==> src/hw/rtl/brtu_pkg.sv <==
// ----------------------------------------------------------------------------
// brtu_pkg: shared types and constants of the routing table engine
// Opcodes, status codes, register indexes and the front/back command type.
// ----------------------------------------------------------------------------
package brtu_pkg;

  localparam int unsigned TableDepthDefault = 16;
  localparam logic [7:0]  ThresholdReset    = 8'd100;

  typedef enum logic [1:0] {
    OP_HEADER = 2'd0,
    OP_ENTRY  = 2'd1,
    OP_READ   = 2'd2,
    OP_NONE   = 2'd3
  } opcode_t;

  typedef enum logic [3:0] {
    ST_WEAK        = 4'd0,
    ST_SRC_REFRESH = 4'd1,
    ST_SRC_ADDED   = 4'd2,
    ST_SRC_FULL    = 4'd3,
    ST_OWN_SKIP    = 4'd4,
    ST_IMPROVED    = 4'd5,
    ST_KEPT        = 4'd6,
    ST_ADDED       = 4'd7,
    ST_FULL        = 4'd8,
    ST_NO_BEACON   = 4'd9,
    ST_READ_OK     = 4'd10,
    ST_READ_EMPTY  = 4'd11
  } status_t;

  localparam logic REG_NODE_ADDRESS     = 1'b0;
  localparam logic REG_SIGNAL_THRESHOLD = 1'b1;

  // Command handed from the front part to the back part.
  typedef enum logic [1:0] {
    CMD_IMMEDIATE = 2'd0,  // result fully known, no table access
    CMD_HEADER    = 2'd1,  // search for source, refresh or append
    CMD_ENTRY     = 2'd2,  // search for destination, improve or append
    CMD_READ      = 2'd3   // read one slot
  } cmd_kind_t;

  typedef struct packed {
    cmd_kind_t  kind;
    status_t    status;   // status for immediate results
    logic [7:0] key;      // source or destination
    logic [7:0] via;
    logic [7:0] hops;
    logic [7:0] seq;
    logic [3:0] slot;
  } cmd_t;

  typedef enum logic [2:0] {
    BK_IDLE,
    BK_SEARCH,
    BK_CHECK,
    BK_UPDATE,
    BK_READ,
    BK_RESULT
  } bk_state_t;

endpackage

==> src/hw/rtl/beacon_routing_table_update.sv <==
// ----------------------------------------------------------------------------
// beacon_routing_table_update: distance-vector routing table engine
// Top level: APB register file, front classifier, command queue, back engine.
// ----------------------------------------------------------------------------
// Items enter on the in_ stream (tuser carries the opcode, tdata the other
// fields) and every item yields exactly one result transfer on the out_
// stream. Registers node_address (0x0) and signal_threshold (0x4) sit on
// the APB cfg_ port and must be written only while the block is idle.
// The front part classifies each item in the cycle it is accepted and
// tracks the open beacon; a two-entry queue feeds the back part, which
// scans the table one slot per cycle through the table RAM's single port.
// A header or entry item is compared against the valid slots in order and
// then updated or appended, a read item reads its one slot, and a rejected
// or ignored item goes straight to the result.
// Reset empties the table (entry count zero), closes the beacon and loads
// the register defaults; no clearing pass is needed. When the receiver
// stalls, the result holds on out_ and the queue takes up to two more
// items before in_tready falls.
// ----------------------------------------------------------------------------
module beacon_routing_table_update
  import brtu_pkg::*;
#(
  parameter int unsigned TABLE_DEPTH = TableDepthDefault
) (
  input  logic        clk,
  input  logic        rst_n,
  input  logic        in_tvalid,
  output logic        in_tready,
  // tdata: source address, beacon sequence, signal level,
  //        route_destination, route_hops, read_slot (lowest first)
  input  logic [47:0] in_tdata,
  // tuser: opcode
  input  logic [1:0]  in_tuser,
  output logic        out_tvalid,
  input  logic        out_tready,
  // tdata: status, slot, entry_count, destination, via node,
  //        hops, sequence (lowest first)
  output logic [47:0] out_tdata,
  input  logic        cfg_psel,
  input  logic        cfg_penable,
  input  logic        cfg_pwrite,
  input  logic [2:0]  cfg_paddr,
  input  logic [31:0] cfg_pwdata,
  output logic [31:0] cfg_prdata,
  output logic        cfg_pready
);

  logic [7:0] node_addr_r, thresh_r;
  logic       fq_valid, fq_ready, qb_valid, qb_ready;
  cmd_t       fq_cmd, qb_cmd;
  logic [3:0] status, slot;
  logic [4:0] entry_count;
  logic [7:0] r_dest, r_nh, r_hops, r_seq;

  assign cfg_pready = 1'b1;

  always_ff @(posedge clk) begin
    if (!rst_n) begin
      node_addr_r <= 8'd0;
      thresh_r    <= ThresholdReset;
    end else if (cfg_psel && cfg_penable && cfg_pwrite) begin
      if (cfg_paddr[2] == REG_NODE_ADDRESS)     node_addr_r <= cfg_pwdata[7:0];
      if (cfg_paddr[2] == REG_SIGNAL_THRESHOLD) thresh_r    <= cfg_pwdata[7:0];
    end
  end

  assign cfg_prdata = (cfg_paddr[2] == REG_SIGNAL_THRESHOLD) ? {24'd0, thresh_r}
                                                              : {24'd0, node_addr_r};

  brtu_front u_front (
    .clk               (clk),
    .rst_n             (rst_n),
    .in_valid          (in_tvalid),
    .in_ready          (in_tready),
    .opcode            (in_tuser),
    .src_addr          (in_tdata[7:0]),
    .seq_num           (in_tdata[15:8]),
    .rssi              (in_tdata[23:16]),
    .route_destination (in_tdata[31:24]),
    .route_hops        (in_tdata[39:32]),
    .read_slot         (in_tdata[43:40]),
    .node_address      (node_addr_r),
    .signal_threshold  (thresh_r),
    .q_ready           (fq_ready),
    .q_valid           (fq_valid),
    .q_cmd             (fq_cmd)
  );

  brtu_queue u_queue (
    .clk      (clk),
    .rst_n    (rst_n),
    .wr_valid (fq_valid),
    .wr_ready (fq_ready),
    .wr_cmd   (fq_cmd),
    .rd_valid (qb_valid),
    .rd_ready (qb_ready),
    .rd_cmd   (qb_cmd)
  );

  brtu_back #(.TableDepth(TABLE_DEPTH)) u_back (
    .clk          (clk),
    .rst_n        (rst_n),
    .cmd_valid    (qb_valid),
    .cmd_ready    (qb_ready),
    .cmd          (qb_cmd),
    .res_valid    (out_tvalid),
    .res_ready    (out_tready),
    .status       (status),
    .slot         (slot),
    .entry_count  (entry_count),
    .res_dest     (r_dest),
    .res_via      (r_nh),
    .res_hops     (r_hops),
    .res_seq      (r_seq)
  );

  assign out_tdata = {3'd0, r_seq, r_hops, r_nh, r_dest, entry_count, slot, status};

endmodule

==> src/hw/rtl/brtu_ram.sv <==
// ----------------------------------------------------------------------------
// brtu_ram: generic single-port RAM with registered read
// One write or one read a cycle.
// ----------------------------------------------------------------------------
module brtu_ram #(
  parameter int unsigned Width = 8,
  parameter int unsigned Depth = 16
) (
  input  logic                                         clk,
  input  logic                                         we,
  input  logic [((Depth > 1) ? $clog2(Depth) : 1)-1:0] addr,
  input  logic [Width-1:0]                             wdata,
  output logic [Width-1:0]                             rdata
);

  logic [Width-1:0] mem [Depth];
  logic [Width-1:0] rdata_r;

  always_ff @(posedge clk) begin
    if (we) begin
      mem[addr] <= wdata;
    end
    rdata_r <= mem[addr];
  end

  assign rdata = rdata_r;

endmodule

==> src/hw/rtl/brtu_front.sv <==
// ----------------------------------------------------------------------------
// brtu_front: item intake and classification
// Holds the beacon state and turns each item into a command for the back part.
// ----------------------------------------------------------------------------
module brtu_front
  import brtu_pkg::*;
(
  input  logic       clk,
  input  logic       rst_n,
  input  logic       in_valid,
  output logic       in_ready,
  input  logic [1:0] opcode,
  input  logic [7:0] src_addr,
  input  logic [7:0] seq_num,
  input  logic [7:0] rssi,
  input  logic [7:0] route_destination,
  input  logic [7:0] route_hops,
  input  logic [3:0] read_slot,
  input  logic [7:0] node_address,
  input  logic [7:0] signal_threshold,
  input  logic       q_ready,
  output logic       q_valid,
  output cmd_t       q_cmd
);

  logic       beacon_open_r, beacon_open_nxt;
  logic [7:0] cur_src_r, cur_src_nxt;
  logic [7:0] cur_seq_r, cur_seq_nxt;
  logic [7:0] hops_inc;

  assign in_ready = q_ready;
  assign q_valid  = in_valid;
  assign hops_inc = (route_hops == 8'hFF) ? 8'hFF : route_hops + 8'd1;

  always_comb begin
    beacon_open_nxt = beacon_open_r;
    cur_src_nxt     = cur_src_r;
    cur_seq_nxt     = cur_seq_r;
    q_cmd           = '0;
    q_cmd.slot      = read_slot;
    case (opcode_t'(opcode))
      OP_HEADER: begin
        if (rssi < signal_threshold) begin
          beacon_open_nxt = 1'b0;
          q_cmd.kind      = CMD_IMMEDIATE;
          q_cmd.status    = ST_WEAK;
        end else begin
          beacon_open_nxt = 1'b1;
          cur_src_nxt     = src_addr;
          cur_seq_nxt     = seq_num;
          q_cmd.kind      = CMD_HEADER;
          q_cmd.key       = src_addr;
          q_cmd.via       = src_addr;
          q_cmd.hops      = 8'd1;
          q_cmd.seq       = seq_num;
        end
      end
      OP_ENTRY: begin
        if (!beacon_open_r) begin
          q_cmd.kind   = CMD_IMMEDIATE;
          q_cmd.status = ST_NO_BEACON;
        end else if (route_destination == node_address) begin
          q_cmd.kind   = CMD_IMMEDIATE;
          q_cmd.status = ST_OWN_SKIP;
        end else begin
          q_cmd.kind     = CMD_ENTRY;
          q_cmd.key      = route_destination;
          q_cmd.via      = cur_src_r;
          q_cmd.hops     = hops_inc;
          q_cmd.seq      = cur_seq_r;
        end
      end
      OP_READ: begin
        q_cmd.kind = CMD_READ;
      end
      default: begin
        q_cmd.kind   = CMD_IMMEDIATE;
        q_cmd.status = ST_READ_EMPTY;
        q_cmd.slot   = '0;
      end
    endcase
  end

  always_ff @(posedge clk) begin
    if (!rst_n) begin
      beacon_open_r <= 1'b0;
      cur_src_r     <= '0;
      cur_seq_r     <= '0;
    end else if (in_valid && q_ready) begin
      beacon_open_r <= beacon_open_nxt;
      cur_src_r     <= cur_src_nxt;
      cur_seq_r     <= cur_seq_nxt;
    end
  end

endmodule

==> src/hw/rtl/brtu_queue.sv <==
// ----------------------------------------------------------------------------
// brtu_queue: two-entry command queue between front and back
// Lets the front part take the next item while the back part is busy.
// ----------------------------------------------------------------------------
module brtu_queue
  import brtu_pkg::*;
(
  input  logic clk,
  input  logic rst_n,
  input  logic wr_valid,
  output logic wr_ready,
  input  cmd_t wr_cmd,
  output logic rd_valid,
  input  logic rd_ready,
  output cmd_t rd_cmd
);

  cmd_t       buf_r [2];
  logic       wptr_r, rptr_r;
  logic [1:0] cnt_r;
  logic       push, pop;

  assign wr_ready = (cnt_r != 2'd2);
  assign rd_valid = (cnt_r != 2'd0);
  assign rd_cmd   = buf_r[rptr_r];
  assign push     = wr_valid && wr_ready;
  assign pop      = rd_valid && rd_ready;

  always_ff @(posedge clk) begin
    if (push) begin
      buf_r[wptr_r] <= wr_cmd;
    end
  end

  always_ff @(posedge clk) begin
    if (!rst_n) begin
      wptr_r <= 1'b0;
      rptr_r <= 1'b0;
      cnt_r  <= 2'd0;
    end else begin
      if (push) wptr_r <= ~wptr_r;
      if (pop)  rptr_r <= ~rptr_r;
      cnt_r <= cnt_r + {1'b0, push} - {1'b0, pop};
    end
  end

endmodule

==> src/hw/rtl/brtu_back.sv <==
// ----------------------------------------------------------------------------
// brtu_back: table search and update engine
// Scans the slots one per cycle, updates the table and presents the result.
// ----------------------------------------------------------------------------
module brtu_back
  import brtu_pkg::*;
#(
  parameter int unsigned TableDepth = TableDepthDefault
) (
  input  logic       clk,
  input  logic       rst_n,
  input  logic       cmd_valid,
  output logic       cmd_ready,
  input  cmd_t       cmd,
  output logic       res_valid,
  input  logic       res_ready,
  output logic [3:0] status,
  output logic [3:0] slot,
  output logic [4:0] entry_count,
  output logic [7:0] res_dest,
  output logic [7:0] res_via,
  output logic [7:0] res_hops,
  output logic [7:0] res_seq
);

  localparam int unsigned AW = (TableDepth > 1) ? $clog2(TableDepth) : 1;
  localparam int unsigned CW = $clog2(TableDepth + 1);

  bk_state_t       state_r, state_nxt;
  cmd_t            cmd_r, cmd_nxt;
  logic [CW-1:0]   count_r, count_nxt;
  logic [CW-1:0]   idx_r, idx_nxt;
  status_t         st_r, st_nxt;
  logic            with_slot_r, with_slot_nxt;
  logic [AW-1:0]   hit_r, hit_nxt;

  logic          we;
  logic [AW-1:0] addr;
  logic [31:0]   wdata, rdata;
  logic [31:0]   word_r, word_nxt;
  logic          busy_rd_r, busy_rd_nxt;  // rdata valid for slot idx_r-1

  // One word per slot: {seq, hops, via, dest}.
  brtu_ram #(.Width(32), .Depth(TableDepth)) u_table (
    .clk   (clk),
    .we    (we),
    .addr  (addr),
    .wdata (wdata),
    .rdata (rdata)
  );

  assign cmd_ready = (state_r == BK_IDLE);
  assign res_valid = (state_r == BK_RESULT);
  assign status      = st_r;
  assign entry_count = 5'(count_r);
  assign slot        = (with_slot_r || st_r == ST_READ_EMPTY) ? 4'(cmd_r.slot) : 4'd0;
  assign res_dest     = with_slot_r ? word_r[7:0]   : 8'd0;
  assign res_via      = with_slot_r ? word_r[15:8]  : 8'd0;
  assign res_hops     = with_slot_r ? word_r[23:16] : 8'd0;
  assign res_seq      = with_slot_r ? word_r[31:24] : 8'd0;

  always_comb begin
    state_nxt     = state_r;
    cmd_nxt       = cmd_r;
    count_nxt     = count_r;
    idx_nxt       = idx_r;
    st_nxt        = st_r;
    with_slot_nxt = with_slot_r;
    hit_nxt       = hit_r;
    word_nxt      = word_r;
    busy_rd_nxt   = 1'b0;
    we            = 1'b0;
    addr          = idx_r[AW-1:0];
    wdata         = word_r;
    case (state_r)
      BK_IDLE: begin
        if (cmd_valid) begin
          cmd_nxt       = cmd;
          idx_nxt       = '0;
          with_slot_nxt = 1'b0;
          st_nxt        = cmd.status;
          case (cmd.kind)
            CMD_IMMEDIATE: state_nxt = BK_RESULT;
            CMD_READ: begin
              if (32'(cmd.slot) < 32'(count_r)) begin
                state_nxt = BK_READ;
              end else begin
                st_nxt    = ST_READ_EMPTY;
                state_nxt = BK_RESULT;
              end
            end
            default: state_nxt = BK_SEARCH;
          endcase
        end
      end
      BK_SEARCH: begin
        // Issue read for slot idx_r; compare the word read last cycle.
        if (busy_rd_r && rdata[7:0] == cmd_r.key) begin
          hit_nxt   = AW'(idx_r - CW'(1));
          word_nxt  = rdata;
          state_nxt = BK_CHECK;
        end else if (idx_r >= count_r) begin
          hit_nxt   = AW'(count_r);
          state_nxt = BK_UPDATE;
          with_slot_nxt = 1'b0;
          word_nxt  = 32'hFFFF_FFFF;  // marks miss
        end else begin
          addr        = idx_r[AW-1:0];
          idx_nxt     = idx_r + CW'(1);
          busy_rd_nxt = 1'b1;
        end
        if (state_nxt == BK_CHECK) with_slot_nxt = 1'b1;
      end
      BK_CHECK: begin
        // Hit: update the found slot in place, or keep it when the route is no shorter.
        addr = hit_r;
        cmd_nxt.slot = 4'(hit_r);
        if (cmd_r.kind == CMD_HEADER) begin
          word_nxt  = {cmd_r.seq, word_r[23:0]};
          we        = 1'b1;
          wdata     = {cmd_r.seq, word_r[23:0]};
          st_nxt    = ST_SRC_REFRESH;
        end else if (cmd_r.hops < word_r[23:16]) begin
          word_nxt  = {word_r[31:24], cmd_r.hops, cmd_r.via, word_r[7:0]};
          we        = 1'b1;
          wdata     = word_nxt;
          st_nxt    = ST_IMPROVED;
        end else begin
          st_nxt    = ST_KEPT;
        end
        state_nxt = BK_RESULT;
      end
      BK_UPDATE: begin
        // Miss: append if room remains.
        addr = hit_r;
        if (count_r < CW'(TableDepth)) begin
          word_nxt      = {cmd_r.seq, cmd_r.hops, cmd_r.via, cmd_r.key};
          we            = 1'b1;
          wdata         = word_nxt;
          with_slot_nxt = 1'b1;
          cmd_nxt.slot  = 4'(count_r);
          count_nxt     = count_r + CW'(1);
          st_nxt        = (cmd_r.kind == CMD_HEADER) ? ST_SRC_ADDED : ST_ADDED;
        end else begin
          with_slot_nxt = 1'b0;
          cmd_nxt.slot  = '0;
          st_nxt        = (cmd_r.kind == CMD_HEADER) ? ST_SRC_FULL : ST_FULL;
        end
        state_nxt = BK_RESULT;
      end
      BK_READ: begin
        addr = AW'(cmd_r.slot);
        if (busy_rd_r) begin
          word_nxt      = rdata;
          with_slot_nxt = 1'b1;
          st_nxt        = ST_READ_OK;
          state_nxt     = BK_RESULT;
        end else begin
          busy_rd_nxt = 1'b1;
        end
      end
      BK_RESULT: begin
        if (res_ready) state_nxt = BK_IDLE;
      end
      default: state_nxt = BK_IDLE;
    endcase
  end

  always_ff @(posedge clk) begin
    if (!rst_n) begin
      state_r   <= BK_IDLE;
      count_r   <= '0;
      busy_rd_r <= 1'b0;
    end else begin
      state_r   <= state_nxt;
      count_r   <= count_nxt;
      busy_rd_r <= busy_rd_nxt;
    end
  end

  always_ff @(posedge clk) begin
    cmd_r       <= cmd_nxt;
    idx_r       <= idx_nxt;
    st_r        <= st_nxt;
    with_slot_r <= with_slot_nxt;
    hit_r       <= hit_nxt;
    word_r      <= word_nxt;
  end

  a_count_bound: assert property (@(posedge clk) disable iff (!rst_n)
    count_r <= CW'(TableDepth)) else $error("entry count past table depth");
  a_count_step: assert property (@(posedge clk) disable iff (!rst_n)
    count_r != $past(count_r) |-> $past(state_r) == BK_UPDATE)
    else $error("entry count moved outside append");
  a_write_ctx: assert property (@(posedge clk) disable iff (!rst_n)
    we |-> (state_r == BK_CHECK || state_r == BK_UPDATE))
    else $error("table write outside update states");

endmodule

==> config.mk <==
export PLATFORM = sky130hd
export DESIGN_NAME = beacon_routing_table_update
export DESIGN_NICKNAME = d
export VERILOG_FILES = /design/src/hw/rtl/brtu_pkg.sv /design/src/hw/rtl/beacon_routing_table_update.sv /design/src/hw/rtl/brtu_ram.sv /design/src/hw/rtl/brtu_front.sv /design/src/hw/rtl/brtu_queue.sv /design/src/hw/rtl/brtu_back.sv
export SDC_FILE = /design/constraint.sdc
export NUM_CORES = 1
export LEC_CHECK = 0
export BUFFER_PORTS_ARGS = -buffer_cell sky130_fd_sc_hd__buf_2
export CAP_MARGIN = 20
export CORE_MARGIN = 2
export CORE_UTILIZATION = 40
export CTS_CLUSTER_DIAMETER = 100
export DETAILED_ROUTE_END_ITERATION = 8
export PLACE_DENSITY_LB_ADDON = 0.1
export SYNTH_ARGS = -nofsm -noshare
export SYNTH_HDL_FRONTEND = slang
export SYNTH_SLANG_ARGS = --single-unit
==> constraint.sdc <==
create_clock -name clk -period 12.45 [get_ports clk]
set_clock_uncertainty 0.05 [all_clocks]
set_input_delay 1.8675 -clock clk [delete_from_list [all_inputs] [get_ports clk]]
set_output_delay 1.8675 -clock clk [all_outputs]
set_load 0.005 [all_outputs]
### Word level (Yosys, flattened, before mapping)

Memory sizes are Yosys's and may differ from the RTL's. A register that Yosys moved wholly into a read port is not among the register bits.
Index checks and enable logic that the tools add are counted.

| word-level totals | value |
|---|---|
| register bits | 130 |
| RAM bits | 596 |
| word-level logic and storage cells | 170 |
| memories | 2 |

Memory list:

| memory | depth | width | read ports | clocked after memory_dff | wr ports | line | RTL |
|---|---|---|---|---|---|---|---|
| u_back.u_table.mem | 16 | 32 | 1 | 1 | 1 | brtu_ram.sv:16 | `logic [Width-1:0] mem [Depth];` |
| u_queue.buf_r | 2 | 42 | 1 | 1 | 1 | brtu_queue.sv:18 | `cmd_t buf_r [2];` |

| cells by class | value |
|---|---|
| add/subtract/negate cells | 6 |
| magnitude comparators | 5 |
| eq/ne operators | 23 |
| muxes and demuxes | 76 |
| bitwise gates (word level) | 4 |
| reductions and logical operators | 32 |

Operators by type and width:

| operator | number |
|---|---|
| 2-to-1 mux 32 bit | 8 |
| one-hot mux 32 bit (2 select lines) | 2 |
| one-hot mux 32 bit (4 select lines) | 1 |
| 2-to-1 mux 4 bit | 12 |
| 2-to-1 mux 8 bit | 6 |
| 2-to-1 mux 3 bit | 9 |
| 2-to-1 mux 24 bit | 1 |
| 2-to-1 mux 1 bit | 20 |
| == test 8 bit | 2 |
| < comparator 8 bit | 2 |
| one-hot mux 4 bit (2 select lines) | 2 |
| one-hot mux 4 bit (4 select lines) | 1 |
| 2-to-1 mux 5 bit | 3 |
| one-hot mux 3 bit (5 select lines) | 1 |
| AND reduction 2 bit | 7 |
| one-hot mux 4 bit (3 select lines) | 1 |
| AND reduction 3 bit | 4 |
| nonzero test 4 bit | 3 |
| adder 5 x 1 -> 5 bit (second input constant) | 2 |
| one-hot mux 5 bit (2 select lines) | 1 |
| == test 3 x 2 -> 1 bit (second input constant) | 3 |
| adder 8 x 1 -> 8 bit (second input constant) | 1 |
| == test 8 bit (second input constant) | 1 |
| == test 3 bit (second input constant) | 2 |
| 31 further kinds | 51 |

### Logic depth before layout (Yosys ltp)

Gate-level depths: netlist (run 1).

| logic depth | value |
|---|---|
| word-level depth | 7 |
| gate-level depth with buffers | 10 |

### Modules after synthesis

Synthesis (run 1) repeated with hierarchy kept, for this count alone.

| second synthesis, totals | value |
|---|---|
| cells, all modules | 1790 |
| area, all modules | 31355.1 sq um |

By module, submodules not included:

| module | instances | cells each | area an instance (sq um) | seq. area each (sq um) |
|---|---|---|---|---|
| brtu_ram | 1 | 840 | 19864.1 | 16015.4 |
| brtu_back | 1 | 505 | 5475.3 | 2702.6 |
| brtu_queue | 1 | 155 | 3472.1 | 2622.5 |
| brtu_front | 1 | 184 | 1550.2 | 340.3 |
| beacon_routing_table_update | 1 | 106 | 993.5 | 320.3 |

### Worst setup path before layout (run 1)

Ideal clock, no wire load.

| timing path | value |
|---|---|
| kind | reg2reg |
| start point | register u_back.state_r[2] |
| end point | memory u_back.u_table.mem[1][0] (enable) |
| setup time | 0.513 ns |
| data arrival time | 4.957 ns |
| slack | 6.929 ns |
| cell stages (with the launch flop) | 7 |
| path buffers | 1 |
| clock period less this slack | 5.521 ns |
| cell sequence | dfxtp_1 > clkbuf_1 > mux2_2 > nand2_1 > o21ai_1 > nor2_1 > nor4b_1 |

| on the way | value |
|---|---|
| longest elaborated chain between the ends | 4 |
| elaborated cells on any way between the ends | 8 |
| those cells by class | 3 x eq/ne; 4 x mux; 1 x reduce/logical |

Ends and longest elaborated chain:

| item | line | RTL |
|---|---|---|
| start, declared | brtu_back.sv:29 | `bk_state_t state_r, state_nxt;` |
| start signal, assigned | brtu_back.sv:175 | `state_r <= state_nxt;` |
| == test 3 x 2 -> 1 bit | brtu_back.sv:75 | `case (state_r)` |
| one-hot mux 1 bit (2 select lines) | brtu_back.sv:75 |  |
| 2-to-1 mux 1 bit | brtu_ram.sv:20 | `if (we) begin` |
| 2-to-1 mux 1 bit (implied by the code) | brtu_ram.sv:21 | `mem[addr] <= wdata;` |
| end, declared | brtu_ram.sv:16 |  |

Several ways; a longest one is shown, not always the timed one.

### Worst setup path in the final report (run 1)

| timing path | value |
|---|---|
| start point | input cfg_paddr[2] |
| end point | output cfg_prdata[1] |

| on the way | value |
|---|---|
| longest elaborated chain between the ends | 1 |

Ends and longest elaborated chain:

| item | line | RTL |
|---|---|---|
| start, declared | beacon_routing_table_update.sv:42 | `input logic [2:0] cfg_paddr,` |
| 2-to-1 mux 8 bit | beacon_routing_table_update.sv:67 | `assign cfg_prdata = (cfg_paddr[2] == REG_SIGNAL_THRESHOLD) ? {24'd0, thresh_r}` |
| end, declared | beacon_routing_table_update.sv:44 | `output logic [31:0] cfg_prdata,` |

No other way between the ends.

==> results of run 1 <==
[metal layers]
layer  track usage, %  part of all wire (%)
met3             3.01                   4.1
met1             27.4                    45
met4             5.95                   2.5
met5                0                     0
met2             31.4                    49
[state kept, by name, indices dropped and copies added (netlist names), 5 cells and up, named ones only]
name,flops
thresh_r,8
u_front.cur_src_r,8
node_addr_r,8
u_queue.buf_r,82
u_front.cur_seq_r,8
u_back.u_table.mem,512
u_back.cmd_r,38
u_back.idx_r,5
u_back.entry_count,5
u_back.word_r,32
u_back.u_table.rdata,32
[final cells by class]
class                           instances  area share (%)
Timing Repair Buffer                  160            2.65
Antenna cell                            2          0.0142
Clock buffer                          106            6.46
Tap cell                             1030            3.66
Multi-Input combinational cell        867            23.5
Inverter                               40           0.426
Sequential cell                       757            62.2
Clock inverter                         45            1.09
[report_power, final]
part / total [uW] / switching, uW / internal [uW]
Combinational: 2420 / 1430 / 991
Sequential: 3410 / 175 / 3230
Clock: 2400 / 998 / 1400
[worst paths after layout]
kind	from	endpoint	cells past startpoint
worst max-delay path	cfg_paddr[2]	cfg_prdata[1]	3
worst min-delay path	u_front.cur_src_r[2]	u_front.cur_src_r[2]	2
worst max register to register	u_back.state_r[2]	u_back.u_table.rdata[23]	7
worst min register to register	u_front.cur_src_r[2]	u_front.cur_src_r[2]	2
[cell usage after synthesis, types with 5 or more instances]
| cell | number |
|---|---|
| mux2i_1 | 14 |
| nand2b_1 | 10 |
| mux2_1 | 24 |
| ha_1 | 33 |
| dfxtp_1 | 79 |
| nand3_1 | 27 |
| buf_4 | 29 |
| o21ai_0 | 35 |
| xnor2_1 | 18 |
| buf_2 | 17 |
| nor2_1 | 43 |
| o21ai_1 | 5 |
| nand4_1 | 5 |
| xor2_1 | 13 |
| a22o_1 | 24 |
| a31oi_1 | 5 |
| a21boi_1 | 10 |
| a21o_1 | 23 |
| o211ai_1 | 5 |
| and2_1 | 46 |
| nor4b_1 | 5 |
| nand2_1 | 109 |
| a21boi_0 | 22 |
| and3_1 | 8 |
| nor4_1 | 16 |
| nor2b_1 | 7 |
| inv_1 | 37 |
| a22oi_1 | 73 |
| mux2_2 | 56 |
| clkbuf_1 | 63 |
| edfxtp_1 | 678 |
| buf_6 | 6 |
| a21oi_1 | 16 |
| nor3_1 | 6 |
| a221o_1 | 26 |
| a211oi_1 | 5 |
| mux4_2 | 128 |
[through the flow]
stage	std cells	utilization [%]	setup slack, ns	area (um^2)
final	3007	46.4	7.93	35300
after global routing	3006	46.4	7.90	35300
after CTS	3003	46.4	7.92	35200
after detailed placement	2852	42.9	7.93	32600
after global placement	2852	42.9	7.93	32600
after floorplan	1782	-	6.93	30800
[worst register-to-register path, cell delays in order, from the launching register on]
cell	delay (ns)
dfxtp_1	0.69
and2b_1	0.38
mux2i_1	0.26
mux2_8	0.57
buf_4	0.86
mux4_2	0.65
a22oi_1	0.22
nand2_1	0.14
[placed cells by master (no fill, tap or decap), drive strengths merged, types with 28 or more instances in the layout]
cell    Yosys  layout
a21boi     32      32
a22oi      73      73
and2       46      46
buf        55     160
clkbuf     63     106
clkinv      0      32
conb        2      28
dfxtp      79      79
edfxtp    678     678
ha         33      33
inv        40      44
mux2       80      80
mux4      128     128
nand2     109     109
nor2       43      43
o21ai      40      40
[cell families (layout without fill, tap and decap cells)]
kind of cell | Yosys count | count (layout)
simple gates | 287 | 287
compound gates | 266 | 266
buf+inv | 158 | 351
mux | 222 | 222
fa+ha+maj | 33 | 33
flops | 757 | 757
other cells | 2 | 30
xor+xnor | 31 | 31
==> results by group, run 1 <==
STA
  • Final period utilization: between 30% and 40%
  • Final hold slack: 0.425 ns
  • Peak Freq: ~0.22 GHz
  • Period minus WS final: 4.52 ns
  • Endpoints failing hold: 0
  • Slew @ Worst Pin: 1.14 ns
  • Slew Viols, Final: 0
  • Setup_tns: 0 ns
  • RSZ-0062 raised after global routing: false
  • # setup viols final: 0
  • Slew headroom: between 20% and 30%

Worst setup path
  • Worst Path Buf+Inv: 2
  • CP cell instances: buf_2 -> mux2_2 -> buf_2
  • Critical path arrival: 2.60 ns
  • Max incr delay on CP: 0.38 ns
  • Reg2reg setup slack: about 8.5 ns
  • Required time worst endpoint: approximately 11 ns
  • Critical path's most frequent cell: buf_2
  • CP endpoint kind: output pin
  • Worst setup path class: input pin to output pin
  • Startpoint types: input pin
  • Crit path max fanout: 11
  • Delay-heaviest family, CP: multiplexers
  • Slowest library cell on the worst path: mux2_2

Synthesis
  • Top cell type's share of synthesized area: 66.3%
  • Synth Area in Adders: 1.35%
  • Mux contribution to synthesized area: 12.8%
  • Post-Synth Simple-Gate Area: 4.54%
  • Compound-gate portion of the synthesized area: 6.41%
  • Synth area leaders: edfxtp_1, mux4_2, dfxtp_1
  • Register area share after synthesis: 71.5%
  • Mapped cell area: slightly above 0.03 mm^2
  • Flops & latches, synth: 757
  • Yosys warnings: 0
  • Synth unique cells: 55
  • Asr flop ratio synth: 0%
  • Cell taking the most area after synthesis: edfxtp_1
  • Largest family of logic cells by synthesized area: multiplexers
  • Mean Syn Cell Area: 17.5 um^2
  • Mapped Cells: about 1800
  • Number of synthesized flops with an enable pin: between 600 and 700
  • Post-synthesis xor/xnor area fraction: 0.885%
  • Main synth FF type: edfxtp_1

Clocking
  • Clk pin slew, worst setup/hold paths: around 0.060 ns
  • Setup repair bufs after CTS: 0
  • Clock Latency Late Sink: 0.63 ns
  • Cts bufs inserted: 82
  • Post_cts resized: 0
  • Maximum root-to-sink buffer count: 3
  • CTS tree: done
  • H-tree depth: 3
  • Clock sinks: 757
  • Root buf cell: clkbuf_16
  • CTS hold repair buffers: 0

Detailed routing
  • Routed WL: 76900 um
  • Post-route ant nets: 0
  • Routed vias: 16386
  • DRC Markers: 0
  • 1st-pass router iterations: 5
  • DRT iter0 DRCs: ~1300
  • Vias per cell: roughly 5.4
  • WL/cell: 25.6 um

GRT
  • First-pass GRT wire length: 112000 um
  • Largest net degree at the start of global routing: 135
  • Total GRT Usage: just under 20%
  • GR Overflow Total: 0
  • Initial antenna violation count: 2
  • Vias in the first global route: about 17000

Floorplanning
  • I/O pin count: around 180
  • Die Area: 0.0789 mm^2
  • Initial core utilization: 40.4%
  • Chip Width: 281 um
  • FP Rows: 101
  • Core area: 0.0759 mm^2
  • Die Ht: 281 um

Worst hold path
  • Hold crit path type: register to register

Layout
  • Share of layout cells above drive strength 1: 25.8%
  • Nets: 2033
  • Reg area: 0.0219 mm^2
  • Syn-to-layout area delta: 14.9%
  • Area of the multi-input gates: 0.00827 mm^2
  • Fillers: 6569

Placement
  • Routability cong.: 0.784
  • Hpwl dp: between 40000 and 50000 um
  • IO Port Bufs: roughly 120

Pwr
  • Design Power: just over 8000 uW
  • Max IR drop VDD: 0.000245 V
  • Power Dens Cells: 233 mW/mm^2
  • Lkg Pwr: 0.0118 uW

Run status
  • Status: complete, no violations

Run
  • Max-cap violations: 0
Power figures use the tool's default switching activity.
==> run 2, diff against run 1 <==
==> constraint.sdc (replaced) <==
create_clock -name clk -period 4.6 [get_ports clk]
set_clock_uncertainty 0.05 [all_clocks]
set_input_delay 0.69 -clock clk [delete_from_list [all_inputs] [get_ports clk]]
set_output_delay 0.69 -clock clk [all_outputs]
set_load 0.005 [all_outputs]
==> results by group, run 2 (synthesized netlist as in run 1, its figures left out) <==
Detailed routing
  • DRT iter0 DRCs: 1199 (was 1284)
  • Post-route ant nets: 0 (unchanged)
  • 1st-pass router iterations: 5 (unchanged)
  • WL/cell: 24.8 um (was 25.6 um)
  • Routed WL: 74800 um (was 76900 um)
  • Routed vias: 16256 (was 16386)
  • DRC Markers: 0 (unchanged)
  • Vias per cell: 5.38 (was 5.45)

Layout
  • Largest Register: u_back.u_table.mem (unchanged)
  • Nets: 2049 (was 2033)
  • Largest registers: u_back.u_table.mem: 512 flops, u_queue.buf_r: 82 flops, u_back.cmd_r: 38 flops (unchanged)
  • Commonest non-fill, non-tap cell in the layout: edfxtp_1 (unchanged)
  • Design area: 0.0355 mm^2 (was 0.0353 mm^2)
  • Share of layout cells above drive strength 1: 26.1% (was 25.8%)
  • Syn-to-layout area delta: 15.6% (was 14.9%)
  • Max reg flops: 512 (unchanged)
  • Most frequent cells in the layout: edfxtp_1, mux4_2, buf_2, nand2_1, clkbuf_16 (unchanged)

Worst setup path
  • Worst setup path class: register to register (was input pin to output pin)
  • Capturing point of the worst reg2reg path: u_back.u_table.mem[7][20] (was u_back.u_table.rdata[23])
  • Reg2reg setup slack: 0.93 ns (was 8.46 ns)
  • Required time worst endpoint: 4.80 ns (was 10.53 ns)
  • R2r startpoint: u_back.word_r[21] (was u_back.state_r[2])
  • CP endpoint kind: register (was output pin)
  • Crit path max fanout: 24 (was 11)
  • Critical path arrival: 3.87 ns (was 2.60 ns)
  • Reg2reg path depth: 10 (was 7)
  • Startpoint types: register (was input pin)

Clocking
  • Setup repair bufs after CTS: 0 (unchanged)
  • Clock Latency Late Sink: 0.63 ns (about the same)
  • Post_cts resized: 0 (unchanged)
  • CTS tree: done (unchanged)
  • Maximum root-to-sink buffer count: 3 (unchanged)
  • H-tree depth: 3 (unchanged)
  • Root buf cell: clkbuf_16 (unchanged)
  • Clock sinks: 757 (unchanged)
  • Cts bufs inserted: 82 (unchanged)
  • CTS hold repair buffers: 0 (unchanged)
  • Clk pin slew, worst setup/hold paths: 0.06 ns (about the same)

Placement
  • IO Port Bufs: 116 (unchanged)
  • Hpwl dp: 46000 um (was 44200 um)
  • Routability cong.: 0.789 (was 0.784)
  • Dpl cell area: 0.0328 mm^2 (was 0.0326 mm^2)

GRT
  • Largest net degree at the start of global routing: 91 (was 135)
  • Total GRT Usage: 19.0% (was 19.5%)
  • Vias in the first global route: 16977 (was 16770)
  • Initial antenna violation count: 1 (was 2)
  • GR Overflow Total: 0 (unchanged)
  • First-pass GRT wire length: 110000 um (was 112000 um)

STA
  • # setup viols final: 0 (unchanged)
  • RSZ-0062 raised after global routing: false (unchanged)
  • Final period utilization: 79.8%
  • Slew @ Worst Pin: 1.09 ns (was 1.14 ns)
  • Slew Viols, Final: 0 (unchanged)
  • Endpoints failing hold: 0 (unchanged)
  • Peak Freq: ~0.27 GHz
  • Slew headroom: 27.5% (was 23.7%)
  • Period minus WS final: 3.67 ns

Floorplanning
  • FP Rows: 101 (unchanged)
  • Initial core utilization: 40.4% (unchanged)
  • I/O pin count: 175 (unchanged)
  • Die Area: 0.0789 mm^2 (unchanged)
  • Die Ht: 281 um (unchanged)
  • Chip Width: 281 um (unchanged)
  • Core area: 0.0759 mm^2 (unchanged)

Pwr
  • Max IR drop VDD: 0.000791 V (was 0.000245 V)
  • Lkg Pwr: 0.0119 uW (was 0.0118 uW)
  • Design Power: 22300 uW (was 8220 uW)
  • Power Dens Cells: 629 mW/mm^2 (was 233 mW/mm^2)

Run status
  • Status: complete, no violations (unchanged)

Run
  • Max-cap violations: 0 (unchanged)

Worst hold path
  • Hold crit path type: input pin to register (was register to register)
  • Depth of the worst hold-timing path: 3 (was 2)
  • WHS Endpoint: u_front.cur_seq_r[7] (was u_front.cur_src_r[2])
  • Min-Delay Startpoint: in_tdata[15] (was u_front.cur_src_r[2])
==> run 2: cell types whose count changed in the layout (fill, tap and decap cells not counted), sizes merged <==
cell	change
diode	-1
buf	+16
bufinv	+2
clkinvlp	+2
clkinv	-3
==> run 2: metrics by stage <==
stage	setup TNS [ns]	hold WS (ns)	setup WS (ns)	instances	utilization (%)
2_1_floorplan	-283.48	0.402	-0.913	1782	-
3_3_place_gp	0	0.409	0.910	2868	43.1
3_5_place_dp	0	0.416	0.887	2869	43.1
4_1_cts	0	0.248	0.850	3021	46.7
5_1_grt	0	0.270	0.687	3022	46.7
6_report	0	0.279	0.928	3023	46.7
==> run 2: metal layers <==
| metal | share of wire [%] | global-route usage [%] | vias up |
|---|---|---|---|
| met5 | 0 | 0 | - |
| met4 | 2.5 | 5.59 | 0 |
| met3 | 3.5 | 2.74 | 107 |
| met2 | 50 | 31.7 | 350 |
| met1 | 44 | 26.0 | 8521 |
| li1 | - | - | 7278 |
==> run 2: final cells by class <==
cell class	count	area (um^2)
clock inverter	46	438
multi-input combinational	867	8330
fill	6580	40500
clock buffer	106	2230
timing repair buffer	176	1080
antenna	1	2.50
sequential	757	21900
inverter	40	150
tap	1030	1290
==> run 2: where the power goes <==
group          internal (uW)  total (uW)  switching (uW)  leakage [uW]
Clock                   3830        6500            2670       0.00129
Combinational           2710        6570            3860       0.00388
Sequential              8750        9220             475       0.00671
Total                  15300       22300            7010        0.0119
==> run 2: worst max-delay path, cell delays in order, from the launching register on <==
cell,delay [ns]
edfxtp_1,0.39
inv_1,0.06
ha_1,0.30
a21o_1,0.16
a21o_1,0.17
a21oi_1,0.13
o31a_1,0.42
a31oi_2,0.45
buf_4,0.34
nor4_2,0.27
buf_4,0.54
==> run 2: worst max path at each step <==
stage | start | endpoint | slack, ns | depth (start not counted)
after floorplan | u_back.word_r[21] | u_back.u_table.mem[5][0] | -0.91 | 8
after global placement | u_back.word_r[21] | u_back.u_table.mem[7][19] | 0.91 | 10
after detailed placement | u_back.word_r[21] | u_back.u_table.mem[7][22] | 0.89 | 10
after CTS | u_back.word_r[21] | u_back.u_table.mem[7][20] | 0.85 | 10
after global routing | u_back.word_r[21] | u_back.u_table.mem[7][15] | 0.69 | 10
final | u_back.word_r[21] | u_back.u_table.mem[7][20] | 0.93 | 10
==> run 3, diff against run 2 <==
--- a/config.mk
+++ b/config.mk
@@ -5,6 +5,7 @@
 export SDC_FILE = /design/constraint.sdc
 export NUM_CORES = 1
 export LEC_CHECK = 0
+export ABC_AREA = 1
 export BUFFER_PORTS_ARGS = -buffer_cell sky130_fd_sc_hd__buf_2
 export CAP_MARGIN = 20
 export CORE_MARGIN = 2
==> constraint.sdc (replaced) <==
create_clock -name clk -period 3.5 [get_ports clk]
set_clock_uncertainty 0.05 [all_clocks]
set_input_delay 0.525 -clock clk [delete_from_list [all_inputs] [get_ports clk]]
set_output_delay 0.525 -clock clk [all_outputs]
set_load 0.005 [all_outputs]
==> results by group, run 3 <==
Layout
  • Antenna cells: 0 (was 1)
  • Largest Register: u_back.u_table.mem (unchanged)
  • Max reg flops: 512 (unchanged)
  • Share of layout cells above drive strength 1: 11.1% (was 26.1%)
  • Non-filler instance count after layout: 4837 (was 3023)
  • Nets: 3761 (was 2049)
  • Syn-to-layout area delta: 15.1% (was 15.6%)
  • Commonest non-fill, non-tap cell in the layout: nand2_1 (was edfxtp_1)
  • Largest registers: u_back.u_table.mem: 512 flops, u_queue.buf_r: 82 flops, u_back.cmd_r: 38 flops (unchanged)
  • Most frequent cells in the layout: nand2_1, edfxtp_1, nand3_1, inv_1, buf_2 (was edfxtp_1, mux4_2, buf_2, nand2_1, clkbuf_16)

STA
  • Endpoints failing hold: 0 (unchanged)
  • Slew Viols, Final: 0 (unchanged)
  • Final period utilization: 86.1% (was 79.8%)
  • # setup viols final: 0 (unchanged)
  • Slew @ Worst Pin: 1.01 ns (was 1.09 ns)
  • Peak Freq: 0.332 GHz (was 0.272 GHz)
  • Final setup margin: 0.486 ns (was 0.928 ns)
  • Setup_tns: 0 ns (unchanged)
  • Period minus WS final: 3.01 ns (was 3.67 ns)
  • Slew headroom: 32.3% (was 27.5%)
  • RSZ-0062 raised after global routing: false (unchanged)

Worst setup path
  • Required time worst endpoint: 3.71 ns (was 4.80 ns)
  • Max incr delay on CP: 0.42 ns (was 0.54 ns)
  • Reg2reg setup slack: 0.49 ns (was 0.93 ns)
  • Crit path from: u_back.word_r[17] (was u_back.word_r[21])
  • Worst setup path class: register to register (unchanged)
  • CP endpoint kind: register (unchanged)
  • Startpoint types: register (unchanged)
  • CP cell instances: inv_1 -> ha_1 -> o21ai_0 -> nand2_1 -> nand3_1 -> nand2_1 -> nand2_1 -> nand3_1 -> nand2_1 -> nand3_1 -> nor2_4 -> buf_4 (was inv_1 -> ha_1 -> a21o_1 -> a21o_1 -> a21oi_1 -> o31a_1 -> a31oi_2 -> buf_4 -> nor4_2 -> buf_4)
  • Crit path max fanout: 21 (was 24)
  • Slowest library cell on the worst path: edfxtp_1 (was buf_4)
  • Critical path arrival: 3.22 ns (was 3.87 ns)
  • R2r startpoint: u_back.word_r[17] (was u_back.word_r[21])
  • Critical path's most frequent cell: nand2_1

Synthesis
  • Top-count cell post-synth: nand2_1 (was edfxtp_1)
  • Top cell type's share of synthesized area: 60.1% (was 66.3%)
  • Mean Syn Cell Area: 9.67 um^2 (was 17.5 um^2)
  • Mapped Cells: 3502 (was 1756)
  • Post-synthesis xor/xnor area fraction: 0.233% (was 0.885%)
  • Post-synth top cells: nand2_1, edfxtp_1, nand3_1, inv_1, nor2_1 (was edfxtp_1, mux4_2, nand2_1, dfxtp_1, a22oi_1)
  • Mapped cell area: 0.0339 mm^2 (was 0.0307 mm^2)
  • Mux contribution to synthesized area: 0% (was 12.8%)
  • Post-Synth Simple-Gate Area: 23.7% (was 4.54%)
  • Largest family of logic cells by synthesized area: simple AND/OR/NAND/NOR gates (was multiplexers)
  • Synth unique cells: 44 (was 55)
  • Main synth FF type: edfxtp_1 (unchanged)
  • Register area share after synthesis: 64.8% (was 71.5%)
  • Number of synthesized flops with an enable pin: 678 (unchanged)
  • Synth area leaders: edfxtp_1, nand2_1, nand3_1 (was edfxtp_1, mux4_2, dfxtp_1)
  • Synth Area in Adders: 1.22% (was 1.35%)
  • Cell taking the most area after synthesis: edfxtp_1 (unchanged)
  • Yosys warnings: 0 (unchanged)
  • Flops & latches, synth: 757 (unchanged)
  • Asr flop ratio synth: 0% (unchanged)
  • Compound-gate portion of the synthesized area: 3.65% (was 6.41%)

Floorplanning
  • Core area: 0.0837 mm^2 (was 0.0759 mm^2)
  • Chip Width: 295 um (was 281 um)
  • FP Rows: 106 (was 101)
  • Die Area: 0.0870 mm^2 (was 0.0789 mm^2)
  • I/O pin count: 175 (unchanged)
  • Die Ht: 295 um (was 281 um)
  • Initial core utilization: 40.4% (about the same)

Detailed routing
  • Routed WL: 91400 um (was 74800 um)
  • WL/cell: 18.9 um (was 24.8 um)
  • Vias per cell: 4.88 (was 5.38)
  • 1st-pass router iterations: 5 (unchanged)
  • DRC Markers: 0 (unchanged)
  • Post-route ant nets: 0 (unchanged)
  • DRT iter0 DRCs: 1834 (was 1199)
  • Routed vias: 23604 (was 16256)

GRT
  • First-pass GRT wire length: 138000 um (was 110000 um)
  • Total GRT Usage: 21.0% (was 19.0%)
  • Vias in the first global route: 22424 (was 16977)
  • Largest net degree at the start of global routing: 137 (was 91)
  • GR Overflow Total: 0 (unchanged)
  • Initial antenna violation count: 0 (was 1)

Clocking
  • Root buf cell: clkbuf_16 (unchanged)
  • Clk pin slew, worst setup/hold paths: 0.06 ns (about the same)
  • H-tree depth: 3 (unchanged)
  • Maximum root-to-sink buffer count: 3 (unchanged)
  • Setup repair bufs after CTS: 0 (unchanged)
  • Post_cts resized: 0 (unchanged)
  • Clock sinks: 757 (unchanged)
  • Cts bufs inserted: 82 (unchanged)
  • CTS tree: done (unchanged)
  • Clock Latency Late Sink: 0.62 ns (was 0.63 ns)
  • CTS hold repair buffers: 0 (unchanged)

Pwr
  • Design Power: 33800 uW (was 22300 uW)
  • Max IR drop VDD: 0.000730 V (was 0.000791 V)
  • Power Dens Cells: 867 mW/mm^2 (was 629 mW/mm^2)
  • Lkg Pwr: 0.0165 uW (was 0.0119 uW)

Placement
  • Placed cell count: 4685 (was 2869)
  • IO Port Bufs: 116 (unchanged)
  • Routability cong.: 0.827 (was 0.789)
  • Hpwl dp: 54000 um (was 46000 um)
  • Place WS: 0.431 ns (was 0.887 ns)

Run status
  • Status: complete, no violations (unchanged)

Run
  • Max-cap violations: 0 (unchanged)

Worst hold path
  • Hold crit path type: input pin to register (unchanged)
  • Min-Delay Startpoint: cfg_pwdata[5] (was in_tdata[15])
## run 3: area by class of cell
type / instances / area, um^2
inverters: 304 / 1150
well taps: 1134 / 1420
clock buffers: 110 / 2340
multi-input cells: 2266 / 10100
fillers: 7907 / 44700
flip-flops and latches: 757 / 21900
clock inverters: 41 / 405
repair buffers: 225 / 1630
## run 3: logic make-up (layout without fill, tap and decap cells)
kind of cell             after synthesis  count (layout)
XOR/XNOR                               9               9
AO/OA/AOI/OAI                        216             216
flip-flops                           757             757
AND/OR/NAND/NOR                     1980            1980
buffers and inverters                505             680
other                                  2              28
adder cells (fa/ha/maj)               33              33
## run 3: power breakdown
part	switching, uW	internal, uW	total, uW
registers	513	11600	12200
clock network	3570	5220	8790
logic	9180	3650	12800
total	13300	20500	33800
## run 3: final timing paths
kind | cells past startpoint | to
worst max-delay path | 12 | u_back.u_table.mem[11][22]
worst min-delay path | 3 | thresh_r[5]
worst max register to register | 12 | u_back.u_table.mem[11][22]
worst min register to register | 2 | u_front.cur_seq_r[6]
## run 3: stage by stage
| stage | hold WS, ns | utilization, % | area [um^2] |
|---|---|---|---|
| global placement | 0.394 | 43.2 | 36200 |
| CTS | 0.0564 | 46.5 | 39000 |
| global route | 0.0890 | 46.6 | 39000 |
| finish | 0.0889 | 46.6 | 39000 |
| detailed placement | 0.399 | 43.3 | 36200 |
| floorplan | 0.375 | - | 34000 |
## run 3: critical path: cells and delay by family (launching register included)
family | cells | cell delay, ns
buffers and inverters | 2 | 0.51
AO/OA/AOI/OAI | 1 | 0.07
adder cells (fa/ha/maj) | 1 | 0.23
AND/OR/NAND/NOR | 8 | 1.36
flip-flops | 1 | 0.42
## run 3: layer usage
metal	wire (um)	GRT usage, %	share of wire [%]
met1	41300	28.8	45
met2	44200	35.0	48
met3	4080	3.10	4.5
met4	1870	5.45	2.0
met5	0	0	0
